===== src/rtl/sparse_polynomial_add_merge_assert.svh =====
// assertion macros for the sparse polynomial add merge block
`ifndef SPARSE_POLYNOMIAL_ADD_MERGE_ASSERT_SVH
`define SPARSE_POLYNOMIAL_ADD_MERGE_ASSERT_SVH

// consequent checked in the same cycle as the antecedent
`define SPM_ASSERT_NOW(label, ante, cons) \
  label: assert property (@(posedge clk) disable iff (rst) (ante) |-> (cons)) \
    else $error("%m: same-cycle check failed");

// consequent checked in the cycle after the antecedent
`define SPM_ASSERT_NEXT(label, ante, cons) \
  label: assert property (@(posedge clk) disable iff (rst) (ante) |=> (cons)) \
    else $error("%m: next-cycle check failed");

`endif


===== src/rtl/spm_pkg.sv =====
// shared types and constants for the sparse polynomial add merge block
`default_nettype none

package spm_pkg;

  localparam int TERMS_MAX = 16;
  localparam int IDX_W     = (TERMS_MAX > 1) ? $clog2(TERMS_MAX) : 1;
  localparam int CNT_W     = $clog2(TERMS_MAX + 1);
  localparam int OP_W      = 2;
  localparam int COEF_W    = 16;
  localparam int EXP_W     = 16;
  localparam int SUM_W     = COEF_W + 1;
  localparam int TERM_W    = COEF_W + EXP_W;

  typedef logic [OP_W-1:0] op_t;

  localparam op_t OP_APPEND_A = op_t'(0);
  localparam op_t OP_APPEND_B = op_t'(1);
  localparam op_t OP_MERGE    = op_t'(2);

  typedef struct packed {
    op_t                      op;
    logic signed [COEF_W-1:0] term_coef;
    logic [EXP_W-1:0]         term_exp;
  } cmd_t;

  typedef struct packed {
    logic signed [SUM_W-1:0] sum_coef;
    logic [EXP_W-1:0]        sum_exp;
    logic                    run_last;
    logic                    empty_result;
    logic                    dropped;
  } result_t;

  // stored term: exponent in the upper half, coefficient in the lower half
  typedef struct packed {
    logic [EXP_W-1:0]         term_exp;
    logic signed [COEF_W-1:0] term_coef;
  } term_t;

  typedef struct packed {
    logic             go;
    logic [CNT_W-1:0] count_a;
    logic [CNT_W-1:0] count_b;
    logic             dropped;
  } merge_req_t;

  typedef struct packed {
    logic             busy;
    logic             done;
    logic [IDX_W-1:0] addr_a;
    logic [IDX_W-1:0] addr_b;
  } merge_stat_t;

endpackage

`default_nettype wire


===== src/rtl/sparse_polynomial_add_merge.sv =====
// top level of the sparse polynomial add merge block
//
//   channel   | signals              | transfer when
//   ----------+----------------------+---------------------------
//   command   | start, busy, command | start high and busy low
//   result    | valid, result        | valid high, one cycle each
//
// appends of terms to list a or b may arrive in every cycle while no merge
// is running; busy stays low for them
// a merge holds busy while it walks s <= count_a + count_b compare steps
// and a final step that closes the run; each step is a read of the two term
// rams followed by a compare and add
// results come only from step states, between fetches; the receiver cannot stall
// synchronous active-high reset clears the counts and the overflow flag; the
// term rams are not cleared, only entries below the counts are used
`default_nettype none

`include "sparse_polynomial_add_merge_assert.svh"

module sparse_polynomial_add_merge (
  input  wire logic             clk,
  input  wire logic             rst,
  input  wire logic             start,
  output logic                  busy,
  input  wire spm_pkg::cmd_t    command,
  output logic                  valid,
  output spm_pkg::result_t      result
);

  logic [spm_pkg::CNT_W-1:0] count_a;
  logic [spm_pkg::CNT_W-1:0] count_b;
  logic                      overflow_seen;

  logic                 accept;
  logic                 is_append_a;
  logic                 is_append_b;
  logic                 coef_nonzero;
  logic                 full_a;
  logic                 full_b;
  logic                 wr_en_a;
  logic                 wr_en_b;
  spm_pkg::term_t       wr_term;
  spm_pkg::term_t       rd_a;
  spm_pkg::term_t       rd_b;
  spm_pkg::merge_req_t  merge_req;
  spm_pkg::merge_stat_t merge_stat;

  // command transfer
  assign accept = start && !busy;
  assign busy   = merge_stat.busy;

  // append decode: zero coefficients are dropped, full lists flag overflow
  assign is_append_a  = accept && (command.op == spm_pkg::OP_APPEND_A);
  assign is_append_b  = accept && (command.op == spm_pkg::OP_APPEND_B);
  assign coef_nonzero = command.term_coef != '0;
  assign full_a       = count_a >= spm_pkg::CNT_W'(spm_pkg::TERMS_MAX);
  assign full_b       = count_b >= spm_pkg::CNT_W'(spm_pkg::TERMS_MAX);
  assign wr_en_a      = is_append_a && coef_nonzero && !full_a;
  assign wr_en_b      = is_append_b && coef_nonzero && !full_b;

  assign wr_term.term_exp  = command.term_exp;
  assign wr_term.term_coef = command.term_coef;

  // counts and flag stay put during a merge since busy blocks appends, until done clears them
  always_ff @(posedge clk) begin
    if (rst) begin
      count_a       <= '0;
      count_b       <= '0;
      overflow_seen <= 1'b0;
    end else if (merge_stat.done) begin
      count_a       <= '0;
      count_b       <= '0;
      overflow_seen <= 1'b0;
    end else begin
      if (wr_en_a) begin
        count_a <= count_a + spm_pkg::CNT_W'(1);
      end
      if (wr_en_b) begin
        count_b <= count_b + spm_pkg::CNT_W'(1);
      end
      if ((is_append_a && coef_nonzero && full_a) ||
          (is_append_b && coef_nonzero && full_b)) begin
        overflow_seen <= 1'b1;
      end
    end
  end

  // list a storage, written at the fill count, read at the merge index
  spm_ram #(
    .WIDTH (spm_pkg::TERM_W),
    .DEPTH (spm_pkg::TERMS_MAX)
  ) u_ram_a (
    .clk     (clk),
    .wr_en   (wr_en_a),
    .wr_addr (count_a[spm_pkg::IDX_W-1:0]),
    .wr_data (wr_term),
    .rd_addr (merge_stat.addr_a),
    .rd_data (rd_a)
  );

  // list b storage
  spm_ram #(
    .WIDTH (spm_pkg::TERM_W),
    .DEPTH (spm_pkg::TERMS_MAX)
  ) u_ram_b (
    .clk     (clk),
    .wr_en   (wr_en_b),
    .wr_addr (count_b[spm_pkg::IDX_W-1:0]),
    .wr_data (wr_term),
    .rd_addr (merge_stat.addr_b),
    .rd_data (rd_b)
  );

  // merge kicks off on an accepted merge command
  assign merge_req.go      = accept && (command.op == spm_pkg::OP_MERGE);
  assign merge_req.count_a = count_a;
  assign merge_req.count_b = count_b;
  assign merge_req.dropped = overflow_seen;

  spm_merge u_merge (
    .clk    (clk),
    .rst    (rst),
    .req    (merge_req),
    .term_a (rd_a),
    .term_b (rd_b),
    .stat   (merge_stat),
    .valid  (valid),
    .result (result)
  );

  // the final result of a run lands just as the sequencer goes idle
  `SPM_ASSERT_NOW(a_last_idle, valid && result.run_last, !busy)
  // earlier results of a run come while the merge is still going
  `SPM_ASSERT_NOW(a_mid_busy, valid && !result.run_last, busy)
  // an empty sum is a single zero term that closes the run
  `SPM_ASSERT_NOW(a_empty_form, valid && result.empty_result, result.run_last && result.sum_coef == '0 && result.sum_exp == '0)
  // lists and flag are cleared once a merge completes
  `SPM_ASSERT_NEXT(a_clear_after, merge_stat.done, count_a == '0 && count_b == '0 && !overflow_seen)

endmodule

`default_nettype wire


===== src/rtl/spm_ram.sv =====
// generic single-port-write, single-port-read ram with registered read data
`default_nettype none

module spm_ram #(
  parameter int WIDTH = 32,
  parameter int DEPTH = 16,
  localparam int AW   = (DEPTH > 1) ? $clog2(DEPTH) : 1
) (
  input  wire logic             clk,
  input  wire logic             wr_en,
  input  wire logic [AW-1:0]    wr_addr,
  input  wire logic [WIDTH-1:0] wr_data,
  input  wire logic [AW-1:0]    rd_addr,
  output logic      [WIDTH-1:0] rd_data
);

  logic [WIDTH-1:0] mem [DEPTH];

  always_ff @(posedge clk) begin
    if (wr_en) begin
      mem[wr_addr] <= wr_data;
    end
  end

  always_ff @(posedge clk) begin
    rd_data <= mem[rd_addr];
  end

endmodule

`default_nettype wire


===== src/rtl/spm_merge.sv =====
// merge sequencer: walks both term lists and emits the sum terms
`default_nettype none

module spm_merge (
  input  wire logic                 clk,
  input  wire logic                 rst,
  input  wire spm_pkg::merge_req_t  req,
  input  wire spm_pkg::term_t       term_a,
  input  wire spm_pkg::term_t       term_b,
  output spm_pkg::merge_stat_t      stat,
  output logic                      valid,
  output spm_pkg::result_t          result
);

  typedef enum logic [1:0] {
    S_IDLE,
    S_FETCH,
    S_STEP
  } state_t;

  state_t state;

  logic [spm_pkg::CNT_W-1:0] idx_a;
  logic [spm_pkg::CNT_W-1:0] idx_b;

  // one result is held back so the final one can carry run_last
  logic                              pend_valid;
  logic signed [spm_pkg::SUM_W-1:0]  pend_coef;
  logic [spm_pkg::EXP_W-1:0]         pend_exp;

  logic                              a_has;
  logic                              b_has;
  logic                              finish;
  logic                              take_a;
  logic                              take_b;
  logic                              cand_valid;
  logic signed [spm_pkg::SUM_W-1:0]  cand_coef;
  logic [spm_pkg::EXP_W-1:0]         cand_exp;
  logic signed [spm_pkg::SUM_W-1:0]  coef_a_ext;
  logic signed [spm_pkg::SUM_W-1:0]  coef_b_ext;
  logic signed [spm_pkg::SUM_W-1:0]  coef_sum;

  assign a_has  = idx_a < req.count_a;
  assign b_has  = idx_b < req.count_b;
  assign finish = !a_has && !b_has;

  assign coef_a_ext = {term_a.term_coef[spm_pkg::COEF_W-1], term_a.term_coef};
  assign coef_b_ext = {term_b.term_coef[spm_pkg::COEF_W-1], term_b.term_coef};
  assign coef_sum   = coef_a_ext + coef_b_ext;

  always_comb begin
    take_a     = 1'b0;
    take_b     = 1'b0;
    cand_valid = 1'b0;
    cand_coef  = coef_a_ext;
    cand_exp   = term_a.term_exp;
    if (a_has && b_has) begin
      if (term_a.term_exp > term_b.term_exp) begin
        take_a     = 1'b1;
        cand_valid = 1'b1;
      end else if (term_a.term_exp < term_b.term_exp) begin
        take_b     = 1'b1;
        cand_valid = 1'b1;
        cand_coef  = coef_b_ext;
        cand_exp   = term_b.term_exp;
      end else begin
        take_a     = 1'b1;
        take_b     = 1'b1;
        cand_valid = coef_sum != '0;
        cand_coef  = coef_sum;
      end
    end else if (a_has) begin
      take_a     = 1'b1;
      cand_valid = 1'b1;
    end else if (b_has) begin
      take_b     = 1'b1;
      cand_valid = 1'b1;
      cand_coef  = coef_b_ext;
      cand_exp   = term_b.term_exp;
    end
  end

  assign stat.busy   = state != S_IDLE;
  assign stat.done   = (state == S_STEP) && finish;
  assign stat.addr_a = idx_a[spm_pkg::IDX_W-1:0];
  assign stat.addr_b = idx_b[spm_pkg::IDX_W-1:0];

  always_ff @(posedge clk) begin
    if (rst) begin
      state      <= S_IDLE;
      valid      <= 1'b0;
      pend_valid <= 1'b0;
      idx_a      <= '0;
      idx_b      <= '0;
    end else begin
      valid <= 1'b0;
      case (state)
        S_IDLE: begin
          if (req.go) begin
            idx_a      <= '0;
            idx_b      <= '0;
            pend_valid <= 1'b0;
            state      <= S_FETCH;
          end
        end
        S_FETCH: begin
          state <= S_STEP;
        end
        S_STEP: begin
          if (finish) begin
            valid               <= 1'b1;
            result.run_last     <= 1'b1;
            result.dropped      <= req.dropped;
            result.empty_result <= !pend_valid;
            result.sum_coef     <= pend_valid ? pend_coef : '0;
            result.sum_exp      <= pend_valid ? pend_exp : '0;
            pend_valid          <= 1'b0;
            state               <= S_IDLE;
          end else begin
            if (take_a) begin
              idx_a <= idx_a + spm_pkg::CNT_W'(1);
            end
            if (take_b) begin
              idx_b <= idx_b + spm_pkg::CNT_W'(1);
            end
            if (cand_valid) begin
              if (pend_valid) begin
                valid               <= 1'b1;
                result.run_last     <= 1'b0;
                result.empty_result <= 1'b0;
                result.dropped      <= req.dropped;
                result.sum_coef     <= pend_coef;
                result.sum_exp      <= pend_exp;
              end
              pend_valid <= 1'b1;
              pend_coef  <= cand_coef;
              pend_exp   <= cand_exp;
            end
            state <= S_FETCH;
          end
        end
        default: begin
          state <= S_IDLE;
        end
      endcase
    end
  end

endmodule

`default_nettype wire

===== config.mk =====
export PLATFORM = sky130hd
export DESIGN_NAME = sparse_polynomial_add_merge
export DESIGN_NICKNAME = d
export VERILOG_FILES = /design/src/rtl/spm_pkg.sv /design/src/rtl/sparse_polynomial_add_merge.sv /design/src/rtl/spm_ram.sv /design/src/rtl/spm_merge.sv
export VERILOG_INCLUDE_DIRS = /design/src /design/src/rtl
export SDC_FILE = /design/constraint.sdc
export NUM_CORES = 1
export LEC_CHECK = 0
export CAP_MARGIN = 10
export CELL_PAD_IN_SITES_DETAIL_PLACEMENT = 1
export CELL_PAD_IN_SITES_GLOBAL_PLACEMENT = 2
export CORE_ASPECT_RATIO = 1.4
export CORE_MARGIN = 2
export CORE_UTILIZATION = 29
export CTS_BUF_LIST = sky130_fd_sc_hd__clkbuf_8
export DETAILED_ROUTE_END_ITERATION = 7
export DONT_BUFFER_PORTS = 1
export HOLD_SLACK_MARGIN = 0.08
export PLACE_DENSITY_LB_ADDON = 0.05
export SETUP_SLACK_MARGIN = 0.05
export SLEW_MARGIN = 20
export SYNTH_ARGS = -nofsm -noshare
export SYNTH_HDL_FRONTEND = slang
export SYNTH_SLANG_ARGS = --single-unit

===== constraint.sdc =====
create_clock -name clk -period 4 [get_ports clk]
set_clock_uncertainty 0.1 [all_clocks]
set_input_delay 0.2 -clock clk [delete_from_list [all_inputs] [get_ports clk]]
set_output_delay 0.2 -clock clk [all_outputs]
set_load 0.05 [all_outputs]

==> load_flow_metrics.sql <==
INSERT INTO impl_metrics (metric_group, metric, value, unit) VALUES
('flow_run', 'cap_violations', '0', ''),
('clocking', 'h-tree-depth', '4', ''),
('placed_design', 'placed_cell_area', '0.0488', 'mm^2'),
('synthesis', 'syn_area_per_cell', '22.0', 'um^2'),
('synthesis', 'synth_edf_count', '1093', ''),
('finish', 'drive_above_1_share', '31.7', '%'),
('timing', 'timing_max_transition_violations_final', '0', ''),
('timing', 'setup_total_negative_slack', '0', 'ns'),
('timing', 'timing.final.setup_violations', '0', ''),
('synthesis', 'ys_warnings', '0', ''),
('synthesis', 'yosysSeqAreaShare', '76.5', '%'),
('clocking', 'ctsLongestPathBuffers', '3', ''),
('finish', 'filler_cell_count', '15100', ''),
('setup_path', 'start_kind', 'primary input', ''),
('detailed_routing', 'dr.pass1.iters', '7', ''),
('setup_path', 'arrival', '4.30', 'ns'),
('clocking', 'clk_pin_slew', '0.06', 'ns'),
('grt', 'grt_antenna_before_repair', '4', ''),
('power', 'vdd.ir_drop.worst', '0.303', 'mV'),
('finish', 'final_net_count', '2435', ''),
('synthesis', 'synthesis.instances', '2052', ''),
('timing', 'post_route_fraction_of_the_period_consumed_by_the_critical_path', '95.1', '%'),
('detailed_routing', 'drt_first_iter_violations', '1296', ''),
('timing', 'relSlewSlack', '24.5', '%'),
('clocking', 'clock_tree.root_cell', 'clkbuf_8', ''),
('finish', 'final_area', '0.0542', 'mm^2'),
('clocking', 'cts_tree', 'done', ''),
('setup_path', 'worstPathMaxFanout', '28', ''),
('floorplanning', 'die_y', '471', 'um'),
('floorplanning', 'site_row_count', '171', ''),
('placed_design', 'dpl.hpwl', '84500', 'um'),
('floorplanning', 'initial_core_util', '29.2', '%'),
('timing', 'post-route-min-period', '3.80', 'ns'),
('grt', 'global_route.overflow_total', '0', ''),
('synthesis', 'postSynth.asyncResetShare', '0', '%'),
('timing', 'rsz_0062_raised_after_global_routing', 'yes', ''),
('finish', 'layout-area-overhead-vs-synth', '19.8', '%'),
('setup_path', 'end_kind', 'register', ''),
('detailed_routing', 'routed_via_density', '4.73', ''),
('worst_hold_path', 'hold_path_class', 'in2reg', ''),
('synthesis', 'synth_flop_cell', 'edfxtp_1', ''),
('detailed_routing', 'route.detailed.wl_per_inst', '30.8', 'um'),
('detailed_routing', 'num_vias', '21700', ''),
('synthesis', 'postSynthNetCount', '2140', ''),
('synthesis', 'synth_cell_type_count', '62', ''),
('placed_design', 'portBuffers', '0', ''),
('status', 'outcome', 'finished clean', ''),
('power', 'cellLeakagePower', '0.0169', 'uW'),
('timing', 'timing.final.hold_violations', '0', ''),
('synthesis', 'mappedNetlistArea', '0.0452', 'mm^2'),
('floorplanning', 'num_ports', '75', ''),
('synthesis', 'postSynthRegisterBits', '1182', ''),
('placed_design', 'gp_congestion', '0.781', ''),
('detailed_routing', 'post-route-drc-count', '0', ''),
('power', 'power-per-cell-area', '461', 'mW/mm^2'),
('clocking', 'cts-buffers-inserted', '196', ''),
('floorplanning', 'die_w', '338', 'um'),
('grt', 'first_global_vias', '24600', ''),
('grt', 'grt_first_pass_wirelength', '199000', 'um'),
('detailed_routing', 'drt_wl_total', '142000', 'um'),
('clocking', 'insertion_delay', '0.93', 'ns'),
('timing', 'fmax', '0.263', 'GHz'),
('grt', 'groute.usage.overall', '18.2', '%'),
('grt', 'grt_max_degree', '68', ''),
('clocking', 'cts_sinks', '1182', ''),
('setup_path', 'timing.setup.critical_path_class', 'in2reg', ''),
('detailed_routing', 'detail-route-antenna-nets', '0', ''),
('floorplanning', 'dieArea', '0.159', 'mm^2'),
('setup_path', 'critPathRequiredTime', '4.50', 'ns'),
('timing', 'max_slew.worst_pin.slew', '1.13', 'ns'),
('floorplanning', 'core_area', '0.155', 'mm^2');
layer usage:
layer | routed length, um | vias to the layer above | global-route usage (%)
met3 | 4840 | 193 | 3.63
met5 | 0 | - | 0
met2 | 76800 | 376 | 33.1
met1 | 56900 | 12000 | 21.8
met4 | 3090 | 0 | 4.59
li1 | - | 9185 | -
metrics by stage:
step	instances	power [uW]	util [%]	hold slack (ns)	setup WS [ns]
floorplan	2052	14100	-	0.199	0.204
finish	4591	25000	35.0	0.199	0.196
global placement	4115	14300	31.4	0.170	0.237
global route	4591	26000	35.0	0.120	0.0405
detailed placement	4117	14300	31.4	0.174	0.259
CTS	4581	25500	34.9	0.0829	0.0793
timing repair:
action / CTS / global route
hold endpoints to repair: 1463 / 128
buffers inserted: 0 / 5
resized for setup: 0 / 1
setup endpoints to repair: 0 / 46
hold buffers: 99 / 4
layout make-up:
cell class	count	area [um^2]	share of cell area (%)
Clock buffer	220	3030	5.58
Sequential cell	1182	34600	63.9
Timing Repair Buffer	189	2540	4.69
Antenna cell	1	2.50	0.00462
Multi-Input combinational cell	747	10400	19.2
Tap cell	2076	2600	4.79
Clock inverter	145	876	1.62
Inverter	31	116	0.215
layout by cell type, fill, tap and decap left out, types with 3 or more instances in the layout:
cell type | netlist | routed
a21o_1 | 6 | 6
a21oi_1 | 40 | 40
a31oi_1 | 5 | 5
buf_12 | 0 | 81
buf_2 | 26 | 6
buf_4 | 1 | 51
bufinv_16 | 0 | 10
clkbuf_8 | 1 | 220
clkinv_1 | 0 | 27
clkinv_2 | 0 | 19
clkinvlp_4 | 0 | 4
dfxtp_1 | 89 | 81
dfxtp_4 | 0 | 6
dlygate4sd3_1 | 0 | 51
edfxtp_1 | 1093 | 1093
ha_1 | 50 | 50
inv_1 | 31 | 111
inv_6 | 0 | 3
mux2_2 | 15 | 15
mux2i_1 | 5 | 5
mux4_2 | 320 | 320
nand2_1 | 35 | 35
nand2b_1 | 6 | 6
nand3_1 | 19 | 19
nand3b_1 | 3 | 3
nand4_1 | 12 | 12
nand4b_1 | 3 | 3
nor2_1 | 80 | 53
nor2_4 | 0 | 27
nor2b_1 | 38 | 38
nor3_2 | 2 | 3
nor3_4 | 0 | 8
nor4_1 | 4 | 3
o211ai_1 | 3 | 3
o21ai_0 | 25 | 25
o21ai_2 | 3 | 3
o22ai_1 | 5 | 5
xnor2_1 | 19 | 19
xor2_1 | 6 | 6
synth_stat cells (2+ instances only):
master       n  area (um^2)
inv_1       31          116
ha_1        50          626
nand2_1     35          131
nor2b_1     38          238
nor2_1      80          300
o211ai_1     3         22.5
edfxtp_1  1093        32800
nand3b_1     3         22.5
xnor2_1     19          166
nor4_1       4         25.0
a21o_1       6         45.0
xor2_1       6         52.6
nor3_2       2         20.0
nand4_1     12         75.1
and2_1       2         12.5
clkbuf_1    55          206
a31oi_1      5         31.3
o22ai_1      5         31.3
mux4_2     320         7210
a21oi_1     40          200
and4b_1      2         20.0
nand4b_1     3         26.3
dfxtp_1     89         1780
buf_2       26          130
nor3_1       9         45.0
o21ai_0     25          125
and3_1       2         12.5
mux2i_1      5         50.1
buf_1        8         30.0
o21ai_2      3         26.3
mux2_2      15          169
o21a_1       2         15.0
a221oi_2     2         30.0
nand3_1     19         95.1
nand2b_1     6         37.5
sequential cells by signal, summed over array words and instances, names as in the netlist:
name	count
u_merge.pend_exp	16
u_merge.pend_coef	17
u_merge.idx_a	5
u_ram_a.rd_data	32
u_merge.idx_b	5
overflow_seen	1
count_a	5
u_merge.result	36
count_b	5
u_merge.state	2
u_ram_b.rd_data	32
u_merge.valid	1
u_ram_a.mem	512
u_ram_b.mem	512
u_merge.pend_valid	1
worst paths after layout:
path                       startpoint                  end  slack [ns]  cells past startpoint
hold reg to reg         overflow_seen    u_merge.result[0]        0.35                      0
setup / recovery          command[22]  u_ram_b.mem[13][11]        0.20                     11
hold / removal            command[15]   u_ram_a.mem[3][31]        0.20                      3
setup reg to reg  u_ram_b.rd_data[23]     u_merge.idx_b[0]        0.28                     13
kinds of logic (layout without fill, tap and decap cells):
family,count (synthesis),in the layout,share of synthesized area (%)
other cells,0,1,0
fa+ha+maj,51,51,1.43
simple gates,225,225,2.50
compound gates,106,106,1.54
xor+xnor,25,25,0.484
buf+inv,123,585,1.14
flops,1182,1182,76.5
mux,340,340,16.4
where the power goes:
group / switching (uW) / internal (uW)
registers: 39.1 / 13500
clock network: 5010 / 5670
logic: 459 / 273
critical path: stages:
cell and delay (ns):
dlygate4sd3_1 0.54, dlygate4sd3_1 0.67, buf_12 0.21, nor4_1 0.11
nand4_1 0.20, nand4b_1 0.25, nor3b_2 0.60, nand2_1 0.29
buf_4 0.24, nor2_4 0.64, buf_4 0.29
Power figures use the tool's default switching activity.
